### src/rtl/brr_pkg.sv
// ----------------------------------------------------------------------------
// brr_pkg: shared types and constants of the byte range remover
// Position width, cell count, request and status codes, and the token that
// travels down the cell chain.
// ----------------------------------------------------------------------------
`default_nettype none

package brr_pkg;

   localparam int RANGE_CELLS = 64;
   localparam int POS_BITS    = 48;
   localparam int IN_BITS     = 48;
   localparam int PAD_BITS    = 32;
   localparam int CMP_BITS    = (POS_BITS > PAD_BITS + 1) ? POS_BITS : PAD_BITS + 1;

   typedef logic [POS_BITS-1:0] pos_type;

   typedef enum logic [1:0] {
      REQ_LOAD  = 2'd0,
      REQ_DATA  = 2'd1,
      REQ_CLEAR = 2'd2,
      REQ_NONE  = 2'd3
   } req_code_type;

   typedef enum logic [1:0] {
      ST_STORED = 2'd0,
      ST_SHORT  = 2'd1,
      ST_ORDER  = 2'd2,
      ST_FULL   = 2'd3
   } status_type;

   localparam logic KIND_DATA   = 1'b0;
   localparam logic KIND_STATUS = 1'b1;

   typedef struct packed {
      logic         vld;
      req_code_type op;
      pos_type      pos;
      pos_type      start;
      pos_type      stop;
      logic [7:0]   data;
      logic         done;
      status_type   status;
      logic         drop;
   } token_type;

   typedef struct packed {
      logic       kind;
      logic [7:0] data;
      status_type status;
   } result_type;

endpackage

`default_nettype wire

### src/rtl/brr_out.sv
// ----------------------------------------------------------------------------
// brr_out: result queue
// Turns the token leaving the last cell into a result and holds up to two
// results so the chain keeps moving while one waits.
// ----------------------------------------------------------------------------
`default_nettype none

module brr_out
   import brr_pkg::*;
(
   input  wire logic      clock,
   input  wire logic      reset,
   input  wire token_type tok_in,
   input  wire logic      rsp_stall,
   output logic           enable,
   output logic           rsp_valid,
   output result_type     rsp
);

   logic [1:0] count_ff, count_in;
   result_type q0_ff, q1_ff, res;
   logic       push, pop, to_head;

   assign enable    = count_ff != 2'd2;
   assign rsp_valid = count_ff != 2'd0;
   assign rsp       = q0_ff;
   assign pop       = rsp_valid && !rsp_stall;
   assign push      = enable && tok_in.vld &&
                      (tok_in.op == REQ_LOAD || (tok_in.op == REQ_DATA && !tok_in.drop));
   assign to_head   = push && (count_ff == 2'd0 || (count_ff == 2'd1 && pop));

   always_comb begin
      if (tok_in.op == REQ_LOAD) begin
         res.kind   = KIND_STATUS;
         res.data   = '0;
         res.status = tok_in.done ? tok_in.status : ST_FULL;
      end else begin
         res.kind   = KIND_DATA;
         res.data   = tok_in.data;
         res.status = ST_STORED;
      end
      count_in = count_ff + 2'(push) - 2'(pop);
   end

   always_ff @(posedge clock) begin
      if (reset) begin
         count_ff <= '0;
      end else begin
         count_ff <= count_in;
      end
   end

   always_ff @(posedge clock) begin
      if (to_head) begin
         q0_ff <= res;
      end else if (pop) begin
         q0_ff <= q1_ff;
      end
      if (push && !to_head) begin
         q1_ff <= res;
      end
   end

endmodule

`default_nettype wire

### config.mk
export PLATFORM = sky130hd
export DESIGN_NAME = brr_out
export DESIGN_NICKNAME = d
export VERILOG_FILES = /design/src/rtl/brr_pkg.sv /design/src/rtl/brr_out.sv
export SDC_FILE = /design/constraint.sdc
export NUM_CORES = 1
export LEC_CHECK = 0
export ABC_CLOCK_PERIOD_IN_PS = 4000
export CORE_AREA = 5 5 65 67
export DETAILED_ROUTE_END_ITERATION = 16
export DIE_AREA = 0 0 70 72
export DONT_BUFFER_PORTS = 1
export SYNTH_ARGS = -nofsm -noshare
export SYNTH_HDL_FRONTEND = slang
export SYNTH_SLANG_ARGS = --single-unit
### constraint.sdc
create_clock -name clock -period 4 [get_ports clock]
set_clock_uncertainty 0.1 [all_clocks]
set_input_delay 0 -clock clock [delete_from_list [all_inputs] [get_ports clock]]
set_output_delay 0 -clock clock [all_outputs]
set_load 0.03 [all_outputs]
==> impl_metrics.yaml, run 1 <==
yosys:
  synth.ff_latch_count: 24
  synthXorXnorAreaFrac: 0.007964
  synth_cells: 69
  synth_fa_ha_area_frac: 0.02275
  synth-warning-count: 0
  syn_avg_cell_area_um2: 15.94
  synth_top_family_by_area: "multiplexers"
  ys_types: 23
  netlist_area_um2: 1100
  synth_compound_area_frac: 0.03754
  yosys.area_share.simple: 0.1172
  synth_seq_area_share: 0.6371
  synthMuxAreaShare: 0.1468
  syn_nets: 233
  yosys.area.top_type_share: 0.6007
  synth_top_cell_by_area: "edfxtp_1"
  synth.area.top_cells: "edfxtp_1 (60%), mux2_4 (14%), nor2b_1 (4.6%)"
drt:
  via_count: 570
  drtPass1Iterations: 3
  drc_errors: 0
  wl_per_cell_um: 14.19
  initialDrtViolationCount: 37
  viasPerCell: 4.222
  ant_nets: 0
  wl_mm: 1.916
sta:
  worst_pin_slew_ps: 515.1
  min_period_ps: 1998
  tns_ps: 0
  finalHoldViolations: 0
  finalMaxSlewViolations: 0
  fmax_mhz: 500.4
  finalCritPeriodShare: 0.4996
  holdWs_ps: 55.71
  setup_violations: 0
  rsz0062_at_grt: "no"
  relSlewSlack: 0.6553
global_routing:
  grt_pass1_vias: 633
  antenna_found_initial: 0
  grt_usage: 0.08009
  grt_start_max_net_pins: 15
  grt_overflow: 0
  grt_pass1_wl_mm: 3.049
status:
  outcome: "completed"
setup_path:
  path_cells: "dlygate4sd3_1, nor2_2, dlygate4sd3_1, nor2b_1, mux2_4"
  worstPathRequired_ps: 3990
  crit_path_frequent_cell: "dlygate4sd3_1"
  crit_fanout: 8
  crit_arrival_ps: 1990
  cp-end-kind: "flip-flop"
  critPathKind: "primary input to flip-flop"
  max_stage_delay_ps: 810
  critPathLaunchType: "primary input"
  slowest_stage: "dlygate4sd3_1"
clock_network:
  clk_pin_slew_worst_paths_ps: 140
  cts_sinks: 24
  h-tree-depth: 1
  cts_tree: "done"
  clockBufferDepth: 2
  cts_buffers: 3
  cts-root-buf: "clkbuf_4"
  insertion_delay_ps: 310
die:
  dieHeight_um: 72
  die_w_um: 70
  die-area_um2: 5040
  initial_core_util: 0.3073
  pin_count: 175
  std_cell_rows: 22
  coreArea_um2: 3578
job:
  drv_cap: 0
finish:
  final_cells: 135
  final_common_cell: "edfxtp_1"
  num_antenna_cells: 0
  layout_common_cells: "edfxtp_1 (22), dlygate4sd3_1 (16), mux2_4 (10), nor2b_1 (8), inv_1 (4)"
  drive_gt1_frac: 0.2184
  syn_to_final_growth_pct: 23.09
  finalNetCount: 252
power:
  ir_drop_mv: 0.1474
  total_power_mw: 0.7564
  power_density_nw_per_um2: 558.7
  leakagePower_nw: 0.5526
placed_design:
  place_hpwl_mm: 1.322
  dp.cells: 115
  io_buffers: 0
  globalplace.congestion: 0.7399
worst_hold_path:
  hp-class: "primary input to flip-flop"
-- flip-flops by register name (all words and copies together) (netlist names) --
name,flops
rsp,11
count_ff,2
q1_ff,11
-- worst max-delay path: cells and delay by family --
kind	cells	cell delay [ps]
and+or+nand+nor	2	340
muxes	1	290
buffers and inverters	2	1350
-- path summary, 6_finish.rpt --
| path | startpoint | slack [ps] | end | cells after the start |
|---|---|---|---|---|
| setup reg to reg | count_ff[0] | 2030 | count_ff[1] | 8 |
| hold / removal | tok_in[1] | 60 | rsp[0] | 3 |
| setup / recovery | tok_in[157] | 2000 | rsp[3] | 5 |
| hold reg to reg | q1_ff[10] | 460 | rsp[10] | 1 |
-- metrics by stage --
| stage | utilization | worst slack, ps | cell area [um^2] |
|---|---|---|---|
| after floorplan | - | 2169 | 1100 |
| after detailed placement | 0.3189 | 2040 | 1141 |
| after CTS | 0.3783 | 1999 | 1354 |
| after global placement | 0.3189 | 2099 | 1141 |
| final | 0.3783 | 2002 | 1354 |
| after global routing | 0.3783 | 1920 | 1354 |
-- kinds of logic (layout without fill, tap and decap cells) --
| logic type | count (synthesis) | after routing |
|---|---|---|
| XOR/XNOR | 1 | 1 |
| flip-flops | 24 | 24 |
| buffers and inverters | 6 | 24 |
| multiplexers | 11 | 11 |
| adder cells (fa/ha/maj) | 2 | 2 |
| AO/OA/AOI/OAI | 5 | 5 |
| AND/OR/NAND/NOR | 20 | 20 |
-- what timing repair did --
item,in CTS,in global routing
gates resized for setup,0,0
hold buffers,16,0
endpoints found under the hold margin,20,0
buffers inserted,0,0
-- layout make-up --
type | count | area [um^2]
inverters | 4 | 15.01
fillers | 361 | 2225
clock buffers | 3 | 22.52
flip-flops and latches | 24 | 700.7
multi-input cells | 39 | 365.4
repair buffers | 16 | 160.2
clock inverters | 1 | 30.03
well taps | 48 | 60.06
-- synthesized netlist by cell type --
| cell | instances |
|---|---|
| o211a_1 | 1 |
| nand4b_2 | 1 |
| mux2_1 | 1 |
| edfxtp_1 | 22 |
| nor2b_1 | 8 |
| xor2_1 | 1 |
| and2b_4 | 1 |
| buf_6 | 1 |
| or2b_1 | 1 |
| ha_1 | 2 |
| nor2_2 | 1 |
| inv_1 | 4 |
| buf_4 | 1 |
| a21boi_1 | 2 |
| a21o_1 | 1 |
| a21oi_2 | 1 |
| mux2_4 | 10 |
| and2_2 | 1 |
| nor2_1 | 3 |
| and3b_1 | 1 |
| nor3_1 | 1 |
| dfxtp_1 | 2 |
| nand2_1 | 2 |
-- layer usage --
metal  vias to the layer above  part of all wire  global-route usage
met4                         0                 0             0.03830
met2                        19              0.54              0.1427
met3                         0             0.031             0.01662
met5                         -                 0                   0
li1                        284                 -                   -
met1                       267              0.43             0.09201
-- power breakdown --
group | internal [mW] | switching (mW)
logic | 0.0616 | 0.0873
registers | 0.337 | 0.0918
clock network | 0.101 | 0.0773
Note: power is estimated with default switching activity, not from simulation.
==> run 2: changes to the inputs <==
--- a/config.mk
+++ b/config.mk
@@ -5,7 +5,7 @@
 export SDC_FILE = /design/constraint.sdc
 export NUM_CORES = 1
 export LEC_CHECK = 0
-export ABC_CLOCK_PERIOD_IN_PS = 4000
+export ABC_CLOCK_PERIOD_IN_PS = 2000
 export CORE_AREA = 5 5 65 67
 export DETAILED_ROUTE_END_ITERATION = 16
 export DIE_AREA = 0 0 70 72
==> constraint.sdc (replaced) <==
create_clock -name clock -period 2 [get_ports clock]
set_clock_uncertainty 0.1 [all_clocks]
set_input_delay 0 -clock clock [delete_from_list [all_inputs] [get_ports clock]]
set_output_delay 0 -clock clock [all_outputs]
set_load 0.03 [all_outputs]
==> impl_metrics.yaml, run 2 (synthesis results as in run 1) <==
status:
  outcome: "completed"
sta:
  fin_ws_ps: 226.1
  finalMaxSlewViolations: 0
  fmax_mhz: 563.7
  relSlewSlack: 0.6606
  finalCritPeriodShare: 0.8870
  rsz0062_at_grt: "no"
  setup_violations: 0
  finalHoldViolations: 0
  holdWs_ps: 33.78
  worst_pin_slew_ps: 507.2
  min_period_ps: 1774
  tns_ps: 0
drt:
  wl_per_cell_um: 13.28
  via_count: 581
  drtPass1Iterations: 2
  initialDrtViolationCount: 37
  drc_errors: 0
  ant_nets: 0
  viasPerCell: 4.241
  wl_mm: 1.820
setup_path:
  crit_arrival_ps: 1880
  slowest_stage: "dfxtp_1"
  cp-end-kind: "flip-flop"
  r2r-end: "count_ff[1]"
  path_cells: "or2b_1, nand2_1, ha_1, inv_1, ha_1, xor2_1, and2_2, nor3_1"
  critPathLaunchType: "flip-flop"
  crit_path_frequent_cell: "ha_1"
  r2r_start: "count_ff[1]"
  critPathKind: "flip-flop to flip-flop"
  max_stage_delay_ps: 440
  rrSetupSlack_ps: 230
  reg2reg_depth: 8
  crit_fanout: 6
  worstPathRequired_ps: 2110
global_routing:
  grt_start_max_net_pins: 14
  grt_overflow: 0
  grt_usage: 0.07593
  grt_pass1_vias: 626
  antenna_found_initial: 0
  grt_pass1_wl_mm: 2.939
worst_hold_path:
  hp-class: "primary input to flip-flop"
  hold_depth: 3
  hp-start: "tok_in[2]"
  holdPathEnd: "rsp[1]"
clock_network:
  h-tree-depth: 1
  cts_tree: "done"
  clockBufferDepth: 2
  cts-root-buf: "clkbuf_4"
  clk_pin_slew_worst_paths_ps: 130
  cts_buffers: 3
  insertion_delay_ps: 300
  cts_sinks: 24
  cts_setup_buffers: 0
die:
  coreArea_um2: 3578
  std_cell_rows: 22
  dieHeight_um: 72
  die-area_um2: 5040
  initial_core_util: 0.3073
  pin_count: 175
  die_w_um: 70
placed_design:
  place_hpwl_mm: 1.337
  pre_cts_ws_ps: 220.0
  io_buffers: 0
  globalplace.congestion: 0.7168
finish:
  fin_util: 0.3766
  layout_common_cells: "edfxtp_1 (22), dlygate4sd3_1 (16), mux2_4 (10), nor2b_1 (8), inv_1 (4)"
  final_common_cell: "edfxtp_1"
  finalNetCount: 254
  drive_gt1_frac: 0.2135
  num_antenna_cells: 0
  syn_to_final_growth_pct: 22.53
power:
  ir_drop_mv: 0.2988
  power_density_nw_per_um2: 1024
  total_power_mw: 1.380
  leakagePower_nw: 0.5612
job:
  drv_cap: 0
## run 2: metal layers
metal  vias up  track usage  wire length (um)
met5         -            0                 0
met2        17       0.1385               968
li1        290            -                 -
met1       272      0.08406               760
met3         2      0.01939                80
met4         0      0.03191                10
## run 2: worst max path at each step
stage	from	endpoint	slack [ps]	cells after the start
3_5_place_dp	count_ff[0]	rsp[10]	220	3
5_1_grt	count_ff[1]	count_ff[1]	100	8
6_report	count_ff[1]	count_ff[1]	230	8
4_1_cts	tok_in[157]	rsp[6]	20	5
2_1_floorplan	count_ff[0]	count_ff[1]	170	8
3_3_place_gp	count_ff[0]	rsp[10]	240	3
## run 2: stage by stage
step	area, um^2	std cells
after floorplan	1100	69
after global placement	1149	116
after detailed placement	1149	116
after CTS	1345	137
after global routing	1348	137
final	1348	137
## run 2: timing repair
action / in CTS / in global routing
gates resized for setup: 0 / 1
setup endpoints to repair: 0 / 6
endpoints found under the hold margin: 17 / 0
hold buffers: 17 / 0
## run 2: critical path: cells and delay by family, from the launching register on
family,cells,cell delay [ps]
AND/OR/NAND/NOR,4,550
flip-flops,1,440
adder cells (fa/ha/maj),2,370
XOR/XNOR,1,190
buffers and inverters,1,50
## run 2: power by group
| part | total (mW) | leakage [nW] | internal (mW) | switching [mW] |
|---|---|---|---|---|
| Clock | 0.212 | 0.0154 | 0.0727 | 0.139 |
| Sequential | 0.858 | 0.220 | 0.674 | 0.184 |
| Combinational | 0.311 | 0.325 | 0.135 | 0.175 |
| Total | 1.38 | 0.561 | 0.882 | 0.498 |
## run 2: area by class of cell
cell class	instances	area (um^2)
clock buffers	3	22.52
clock inverters	1	3.754
fillers	358	2231
inverters	4	15.01
multi-input cells	39	365.4
flip-flops and latches	24	700.7
well taps	48	60.06
repair buffers	18	180.2
