$ cat src/rtl/brr_pkg.sv
// ----------------------------------------------------------------------------
// brr_pkg: shared types and constants of the byte range remover
// Position width, cell count, request and status codes, and the token that
// travels down the cell chain.
// ----------------------------------------------------------------------------
`default_nettype none

package brr_pkg;

   localparam int RANGE_CELLS = 64;
   localparam int POS_BITS    = 48;
   localparam int IN_BITS     = 48;
   localparam int PAD_BITS    = 32;
   localparam int CMP_BITS    = (POS_BITS > PAD_BITS + 1) ? POS_BITS : PAD_BITS + 1;

   typedef logic [POS_BITS-1:0] pos_type;

   typedef enum logic [1:0] {
      REQ_LOAD  = 2'd0,
      REQ_DATA  = 2'd1,
      REQ_CLEAR = 2'd2,
      REQ_NONE  = 2'd3
   } req_code_type;

   typedef enum logic [1:0] {
      ST_STORED = 2'd0,
      ST_SHORT  = 2'd1,
      ST_ORDER  = 2'd2,
      ST_FULL   = 2'd3
   } status_type;

   localparam logic KIND_DATA   = 1'b0;
   localparam logic KIND_STATUS = 1'b1;

   typedef struct packed {
      logic         vld;
      req_code_type op;
      pos_type      pos;
      pos_type      start;
      pos_type      stop;
      logic [7:0]   data;
      logic         done;
      status_type   status;
      logic         drop;
   } token_type;

   typedef struct packed {
      logic       kind;
      logic [7:0] data;
      status_type status;
   } result_type;

endpackage

`default_nettype wire

$ cat src/rtl/brr_head.sv
// ----------------------------------------------------------------------------
// brr_head: chain entry
// Holds the stream position and padding, checks and shrinks load ranges and
// issues one token per accepted transaction into the first cell.
// ----------------------------------------------------------------------------
`default_nettype none

module brr_head
   import brr_pkg::*;
(
   input  wire logic               clock,
   input  wire logic               reset,
   input  wire logic               enable,
   input  wire logic               req_valid,
   input  wire logic [1:0]         req_type,
   input  wire logic [IN_BITS-1:0] range_lo,
   input  wire logic [IN_BITS-1:0] range_hi,
   input  wire logic [7:0]         data_byte,
   input  wire logic               csr_valid,
   input  wire logic [PAD_BITS-1:0] csr_data,
   output token_type               token
);

   pos_type             position_ff, position_in;
   logic [PAD_BITS-1:0] padding_ff;
   pos_type             lo, hi, pad;
   logic [CMP_BITS-1:0] diff, twice;
   req_code_type        op;

   assign op    = req_code_type'(req_type);
   assign lo    = POS_BITS'(range_lo);
   assign hi    = POS_BITS'(range_hi);
   assign pad   = POS_BITS'(padding_ff);
   assign diff  = CMP_BITS'(hi) - CMP_BITS'(lo);
   assign twice = CMP_BITS'({padding_ff, 1'b0});

   always_comb begin
      token.vld    = req_valid && enable && op != REQ_NONE;
      token.op     = op;
      token.pos    = position_ff;
      token.start  = lo + pad;
      token.stop   = hi - pad;
      token.data   = data_byte;
      token.drop   = 1'b0;
      token.done   = 1'b0;
      token.status = ST_STORED;
      if (lo >= hi) begin
         token.done   = 1'b1;
         token.status = ST_ORDER;
      end else if (diff <= twice) begin
         token.done   = 1'b1;
         token.status = ST_SHORT;
      end
      position_in = position_ff;
      if (req_valid && enable) begin
         if (op == REQ_CLEAR) begin
            position_in = '0;
         end else if (op == REQ_DATA && position_ff != '1) begin
            position_in = position_ff + pos_type'(1);
         end
      end
   end

   always_ff @(posedge clock) begin
      if (reset) begin
         position_ff <= '0;
         padding_ff  <= '0;
      end else begin
         position_ff <= position_in;
         if (csr_valid) begin
            padding_ff <= csr_data;
         end
      end
   end

endmodule

`default_nettype wire

$ cat config.mk
export PLATFORM = sky130hd
export DESIGN_NAME = brr_head
export DESIGN_NICKNAME = d
export VERILOG_FILES = /design/src/rtl/brr_pkg.sv /design/src/rtl/brr_head.sv
export SDC_FILE = /design/constraint.sdc
export NUM_CORES = 1
export LEC_CHECK = 0
export BUFFER_PORTS_ARGS = -buffer_cell sky130_fd_sc_hd__clkbuf_2
export CORE_MARGIN = 4
export CORE_UTILIZATION = 59
export DETAILED_ROUTE_END_ITERATION = 10
export GPL_ROUTABILITY_DRIVEN = 0
export PLACE_DENSITY = 0.89
export SYNTH_ARGS = -nofsm -noshare
export SYNTH_HDL_FRONTEND = slang
export SYNTH_SLANG_ARGS = --single-unit
$ cat constraint.sdc
create_clock -name clock -period 11.45 [get_ports clock]
set_input_delay 1.145 -clock clock [delete_from_list [all_inputs] [get_ports clock]]
set_output_delay 1.145 -clock clock [all_outputs]
set_load 0.01 [all_outputs]
==> results.py, run 1 <==
metrics = {
    "power_and_ir_drop": {
        "power.internal_w": 0.000728,
        "ir_drop_mv": 0.0884,
        "pwr-share-clk_pct": 27.4,
        "powerDensity_mw_per_mm2": 98.3,
        "seq_power_share_pct": 23.8,
        "power_switching_w": 0.000497,
        "leakage_nw": 6.08,
        "combPwrFrac_pct": 48.8,
        "p_total_w": 0.00122,
        "switching_share_pct": 40.6,
    },
    "logic_synthesis": {
        "yosys-top-cells-area": "ha_1 17%, dfxtp_1 15%, xnor2_1 7.3%, xor2_1 6.8%, a21oi_1 6.3%",
        "synthDistinctLibCells": 68,
        "yosys.area_share.simple_pct": 20.9,
        "synthXorXnorAreaFrac_pct": 14.0,
        "ys_seq_elements": 80,
        "synth_edf_count": 0,
        "synthMuxAreaShare_pct": 3.30,
        "ys_seq_area_share_pct": 15.1,
        "synth_top_family_by_area": "compound AO/OA/AOI/OAI gates",
        "synth_area_leader_cell": "ha_1",
        "synth_area_sq_mm": 0.0106,
        "yosys_warnings": 0,
        "synth_compound_area_share_pct": 22.9,
        "yosys_most_used_dff": "dfxtp_1",
        "postSynthAreaPerCell_sq_um": 7.38,
        "synthAdderAreaFrac_pct": 17.6,
        "syn-num-nets": 1732,
        "synthArstFlopShare_pct": 0,
        "yosys.area.top_type_share_pct": 17.1,
        "synthCells": 1441,
    },
    "critical_path": {
        "startpoint": "range_lo[3]",
        "crit_family": "compound AO/OA/AOI/OAI gates",
        "cp_num_buf_inv": 4,
        "critPathMaxFanout": 5,
        "cp_common_cell": "a21oi_1",
        "r2r_start": "position_ff[5]",
        "slowest_stage": "or4_1",
        "critPathMaxStageDelay_ps": 490,
        "r2r-end": "position_ff[35]",
        "crit_type": "input port to output port",
        "reg2reg_depth": 11,
        "critPathCaptureType": "output port",
        "cp.required_ps": 10310,
        "cp-start-kind": "input port",
        "crit_end": "token[1]",
        "cp.depth": 25,
        "regToRegSetupSlack_ps": 8200,
        "arrival_ps": 6390,
    },
    "global_routing": {
        "grt_usage_pct": 31.7,
        "grt_use_met2_pct": 54.2,
        "grt_max_degree": 47,
        "globalRouteOverflowTotal": 0,
        "grt_pass1_vias": 11300,
        "top_usage_layer": "met2",
        "grt_antenna_before_repair": 1,
        "use_met1_pct": 38.0,
        "grt_pass1_wl_mm": 53.5,
        "met3_usage_pct": 7.46,
    },
    "floorplanning": {
        "dieArea_sq_mm": 0.0202,
        "dieWidth_um": 142,
        "io_pins": 302,
        "rows": 48,
        "die_h_um": 142,
        "start_util_pct": 60.8,
        "core_area_sq_mm": 0.0175,
    },
    "timing": {
        "skew_ps": 14.8,
        "setup-violations-final": 0,
        "worst_slack_ps": 3920,
        "slew_violations": 0,
        "max_slew_margin_pct": 18.1,
        "rsz0062_at_grt": "no",
        "finalHoldViolCount": 0,
        "finalCritPeriodShare_pct": 65.8,
        "tightest_slew_ps": 1220,
        "fin_setup_tns_ps": 0,
        "fmax_mhz": 133,
        "min_period_ps": 7530,
    },
    "place": {
        "dp.cells": 1908,
        "place_ws_ps": 4020,
        "dpl.hpwl_mm": 27.3,
        "io_buffers": 284,
    },
    "cts": {
        "hold_buffers": 0,
        "clock_latency_ps": 350,
        "clockBufferDepth": 2,
        "cts_tree": "built",
        "cts_resized": 0,
        "clkTransAtPathRegs_ps": 70,
        "postCtsSetupBuffers": 0,
        "clockRootBuffer": "clkbuf_16",
        "cts_sinks": 80,
        "h-tree-depth": 3,
        "cts_buffers": 9,
    },
    "cells_and_area": {
        "fin_nets": 1985,
        "final_cells": 1925,
        "areaGrowthSynthToFinish_pct": 17.2,
        "drive_gt1_share_pct": 18.8,
    },
    "route": {
        "dr_total_vias": 11700,
        "drt-wirelength-per-cell_um": 17.4,
        "ant_nets": 0,
        "vias_per_cell": 6.08,
        "dr.pass1.iters": 6,
        "drtIter0Drc": 847,
        "finalWirelength_mm": 33.6,
        "route.detailed.drc": 0,
    },
    "hold_path": {
        "hp-class": "register to register",
        "min_from": "position_ff[47]",
    },
    "outcome": {
        "status": "complete, no violations",
    },
    "run": {
        "maxCapViolCount": 0,
    },
}
==> cells in the final DEF, fill, tap and decap left out, types with 4 or more instances in the layout <==
| master | synthesis | layout |
|---|---|---|
| clkbuf_2 | 0 | 284 |
| nor2_1 | 154 | 154 |
| ha_1 | 145 | 145 |
| a21oi_1 | 134 | 134 |
| inv_1 | 116 | 116 |
| nand2_1 | 98 | 98 |
| xnor2_1 | 88 | 88 |
| xor2_1 | 82 | 82 |
| dfxtp_1 | 80 | 80 |
| o21ai_0 | 77 | 77 |
| a21o_1 | 56 | 56 |
| nand3_1 | 46 | 46 |
| nand4_1 | 36 | 36 |
| mux2i_1 | 35 | 35 |
| nor3_1 | 25 | 25 |
| nand2b_1 | 17 | 17 |
| and3_1 | 16 | 16 |
| or3_1 | 16 | 16 |
| a31oi_1 | 15 | 15 |
| o21a_1 | 15 | 15 |
| nor2b_1 | 15 | 15 |
| a211oi_1 | 14 | 14 |
| o21bai_1 | 13 | 12 |
| and2_1 | 9 | 9 |
| nor4_1 | 9 | 9 |
| clkbuf_16 | 0 | 9 |
| and4_1 | 7 | 7 |
| o31ai_1 | 7 | 7 |
| a21boi_0 | 5 | 5 |
| o211ai_1 | 4 | 4 |
| a2111oi_0 | 4 | 4 |
| a31o_2 | 4 | 4 |
| o221ai_1 | 4 | 4 |
| o31a_1 | 4 | 4 |
| or2_2 | 4 | 4 |
==> Yosys cell counts, types with 35 or more instances <==
cell type and instances:
nand2_1 98, xnor2_1 88, a21oi_1 134, nor2_1 154
xor2_1 82, o21ai_0 77, nand4_1 36, mux2i_1 35
inv_1 116, nand3_1 46, dfxtp_1 80, ha_1 145
a21o_1 56
==> kinds of logic after synthesis <==
| family | after synthesis |
|---|---|
| flip-flops | 80 |
| AND/OR/NAND/NOR | 463 |
| AO/OA/AOI/OAI | 385 |
| buffers and inverters | 159 |
| adder cells (fa/ha/maj) | 148 |
| multiplexers | 35 |
| XOR/XNOR | 170 |
| other | 1 |
==> how the worst min path moves through the flow <==
stage	end	slack (ps)	cells past startpoint
2_1_floorplan	padding_ff[11]	490	2
3_3_place_gp	position_ff[1]	470	2
3_5_place_dp	position_ff[47]	500	2
4_1_cts	position_ff[47]	510	2
5_1_grt	position_ff[1]	520	2
6_report	position_ff[47]	510	2
==> metrics by stage <==
stage / instance area [sq um] / hold slack (ps) / util (%)
2_1_floorplan: 10600 / 487 / -
3_3_place_gp: 12100 / 474 / 69.4
3_5_place_dp: 12100 / 497 / 69.4
4_1_cts: 12500 / 507 / 71.3
5_1_grt: 12500 / 524 / 71.3
6_report: 12500 / 509 / 71.3
==> worst min-delay path, cell delays in order (launching register included) <==
cell and delay [ps]:
dfxtp_1 330, o21ai_0 70, a21oi_1 60
==> registers in the layout, indices dropped and copies added, names as in the netlist <==
signal,cells
position_ff,48
padding_ff,32
==> metal layers <==
metal  up-vias  wire length, um
met4         0             1420
met2       614            15800
met1      5333            13100
met3       126             3160
met5         -                0
li1       5626                -
==> layout make-up <==
class / instances / area (sq um)
clock inverters: 7 / 108
inverters: 116 / 435
well taps: 225 / 282
diodes: 1 / 2.50
clock buffers: 9 / 225
repair buffers: 285 / 1430
fillers: 1400 / 5020
multi-input cells: 1202 / 8380
flip-flops and latches: 80 / 1600
==> power by group through the flow <==
| stage | Sequential [W] | Clock (W) | Combinational [W] |
|---|---|---|---|
| after floorplan | 0.000296 | 0 | 0.000403 |
| after detailed placement | 0.000298 | 0 | 0.000581 |
| after CTS | 0.000291 | 0.000338 | 0.000588 |
| after global routing | 0.000292 | 0.000350 | 0.000657 |
| final | 0.000292 | 0.000335 | 0.000598 |
| after global placement | 0.000297 | 0 | 0.000566 |
No activity file was read; power rests on OpenSTA's default activity.
==> inputs of run 2 (changes only) <==
--- a/config.mk
+++ b/config.mk
@@ -7,10 +7,10 @@
 export LEC_CHECK = 0
 export BUFFER_PORTS_ARGS = -buffer_cell sky130_fd_sc_hd__clkbuf_2
 export CORE_MARGIN = 4
-export CORE_UTILIZATION = 59
+export CORE_UTILIZATION = 55
 export DETAILED_ROUTE_END_ITERATION = 10
 export GPL_ROUTABILITY_DRIVEN = 0
-export PLACE_DENSITY = 0.89
+export PLACE_DENSITY = 0.84
 export SYNTH_ARGS = -nofsm -noshare
 export SYNTH_HDL_FRONTEND = slang
 export SYNTH_SLANG_ARGS = --single-unit
==> constraint.sdc (replaced) <==
create_clock -name clock -period 7.6 [get_ports clock]
set_input_delay 0.76 -clock clock [delete_from_list [all_inputs] [get_ports clock]]
set_output_delay 0.76 -clock clock [all_outputs]
set_load 0.01 [all_outputs]
==> results.py, run 2 (synthesis gave the netlist of run 1 again) <==
metrics = {
    "global_routing": {
        "grt_pass1_vias": 11100,
        "grt_usage_pct": 28.9,
        "globalRouteOverflowTotal": 0,
        "grt_antenna_before_repair": 1,
        "grt_max_degree": 47,
        "grt_pass1_wl_mm": 52.5,
    },
    "cells_and_area": {
        "largest_reg_flops": 48,
        "drive_gt1_share_pct": 18.8,
        "areaGrowthSynthToFinish_pct": 17.4,
        "final_common_cell": "clkbuf_2",
        "n_fill_cell": 1628,
        "fin_nets": 1985,
        "final_cells": 1960,
        "largest_register": "position_ff",
        "largestRegisters": "position_ff x48, padding_ff x32",
        "layout_common_cells": "284 x clkbuf_2, 154 x nor2_1, 145 x ha_1",
    },
    "run": {
        "maxCapViolCount": 0,
    },
    "route": {
        "dr.pass1.iters": 6,
        "ant_nets": 0,
        "dr_total_vias": 11400,
        "drt-wirelength-per-cell_um": 16.7,
        "finalWirelength_mm": 32.7,
        "drtIter0Drc": 707,
        "route.detailed.drc": 0,
        "vias_per_cell": 5.84,
    },
    "cts": {
        "cts_tree": "built",
        "clockBufferDepth": 2,
        "clock_latency_ps": 360,
        "clkTransAtPathRegs_ps": 70,
        "cts_resized": 0,
        "postCtsSetupBuffers": 0,
        "cts_buffers": 9,
        "hold_buffers": 0,
        "cts_sinks": 80,
        "h-tree-depth": 3,
        "clockRootBuffer": "clkbuf_16",
    },
    "critical_path": {
        "arrival_ps": 6130,
        "cp.required_ps": 6840,
        "critPathCaptureType": "output port",
        "cp-start-kind": "input port",
        "crit_type": "input port to output port",
        "critPathMaxFanout": 5,
    },
    "power_and_ir_drop": {
        "ir_drop_mv": 0.130,
        "powerDensity_mw_per_mm2": 144,
        "leakage_nw": 6.07,
    },
    "timing": {
        "tightest_slew_ps": 1200,
        "finalHoldViolCount": 0,
        "setup-violations-final": 0,
        "slew_violations": 0,
        "max_slew_margin_pct": 19.1,
        "skew_ps": 11.3,
        "fmax_mhz": 145,
        "min_period_ps": 6890,
        "fin_setup_tns_ps": 0,
        "rsz0062_at_grt": "no",
        "finalCritPeriodShare_pct": 90.7,
    },
    "floorplanning": {
        "die_h_um": 147,
        "core_area_sq_mm": 0.0188,
        "dieWidth_um": 147,
        "rows": 50,
        "start_util_pct": 56.4,
        "io_pins": 302,
        "dieArea_sq_mm": 0.0216,
    },
    "place": {
        "dpl.hpwl_mm": 27.2,
        "io_buffers": 284,
        "dp.cells": 1943,
    },
    "outcome": {
        "status": "complete, no violations",
    },
    "hold_path": {
        "hp-class": "register to register",
    },
}
-- run 2: changes by cell type in the layout (fill, tap and decap cells not counted), sizes merged --
cell	previous run	this run
clkinv	0	1
bufinv	2	1
-- run 2: cell type report --
class	instances	area, sq um	area share [%]
clock inverters	7	86.3	0.692
diodes	1	2.50	0.0200
clock buffers	9	225	1.80
inverters	116	435	3.49
repair buffers	285	1430	11.4
multi-input cells	1202	8380	67.1
well taps	260	325	2.61
flip-flops and latches	80	1600	12.8
-- run 2: worst max-delay path: stages --
cell	delay [ps]
clkbuf_2	70
inv_1	50
ha_1	210
fa_1	420
nand2b_1	200
a21oi_1	170
o21ai_0	140
a21oi_1	150
nand2b_1	250
a21boi_0	180
o21ai_0	330
xor2_1	190
ha_1	260
nand4_1	130
nor2_1	60
a2111oi_0	410
a21oi_1	130
a2111oi_0	340
o221a_2	260
o22ai_1	60
or4_1	490
a2111oi_2	340
nand4_1	210
nor3_2	150
clkbuf_2	150
-- run 2: stage by stage --
| stage | hold WS, ps | worst slack [ps] | cell area [sq um] | utilization (%) | power [W] |
|---|---|---|---|---|---|
| final | 499 | 710 | 12500 | 66.3 | 0.00180 |
| after global routing | 536 | 252 | 12500 | 66.3 | 0.00192 |
| after CTS | 500 | 782 | 12500 | 66.3 | 0.00180 |
| after detailed placement | 490 | 790 | 12200 | 64.6 | 0.00132 |
| after global placement | 480 | 1040 | 12200 | 64.6 | 0.00131 |
| after floorplan | 487 | 1650 | 10600 | - | 0.00105 |
-- run 2: power by group --
part           switching [W]  internal [W]
registers         0.00000988      0.000429
logic               0.000519      0.000370
clock network       0.000210      0.000263
total               0.000739       0.00106
-- run 2: final timing paths --
check                      start         endpoint  slack [ps]  cells past startpoint
setup / recovery     range_hi[0]         token[1]         710                     25
setup reg to reg  position_ff[5]  position_ff[35]        4340                     11
hold / removal    position_ff[1]   position_ff[1]         500                      2
hold reg to reg   position_ff[1]   position_ff[1]         500                      2
-- run 2: metal layers --
layer	wire, um	GRT usage, %	share of wire, %
met3	2910	8.08	8.9
met4	966	9.41	3.0
met2	15500	50.6	47
met1	13300	34.1	41
met5	13	0	0.040
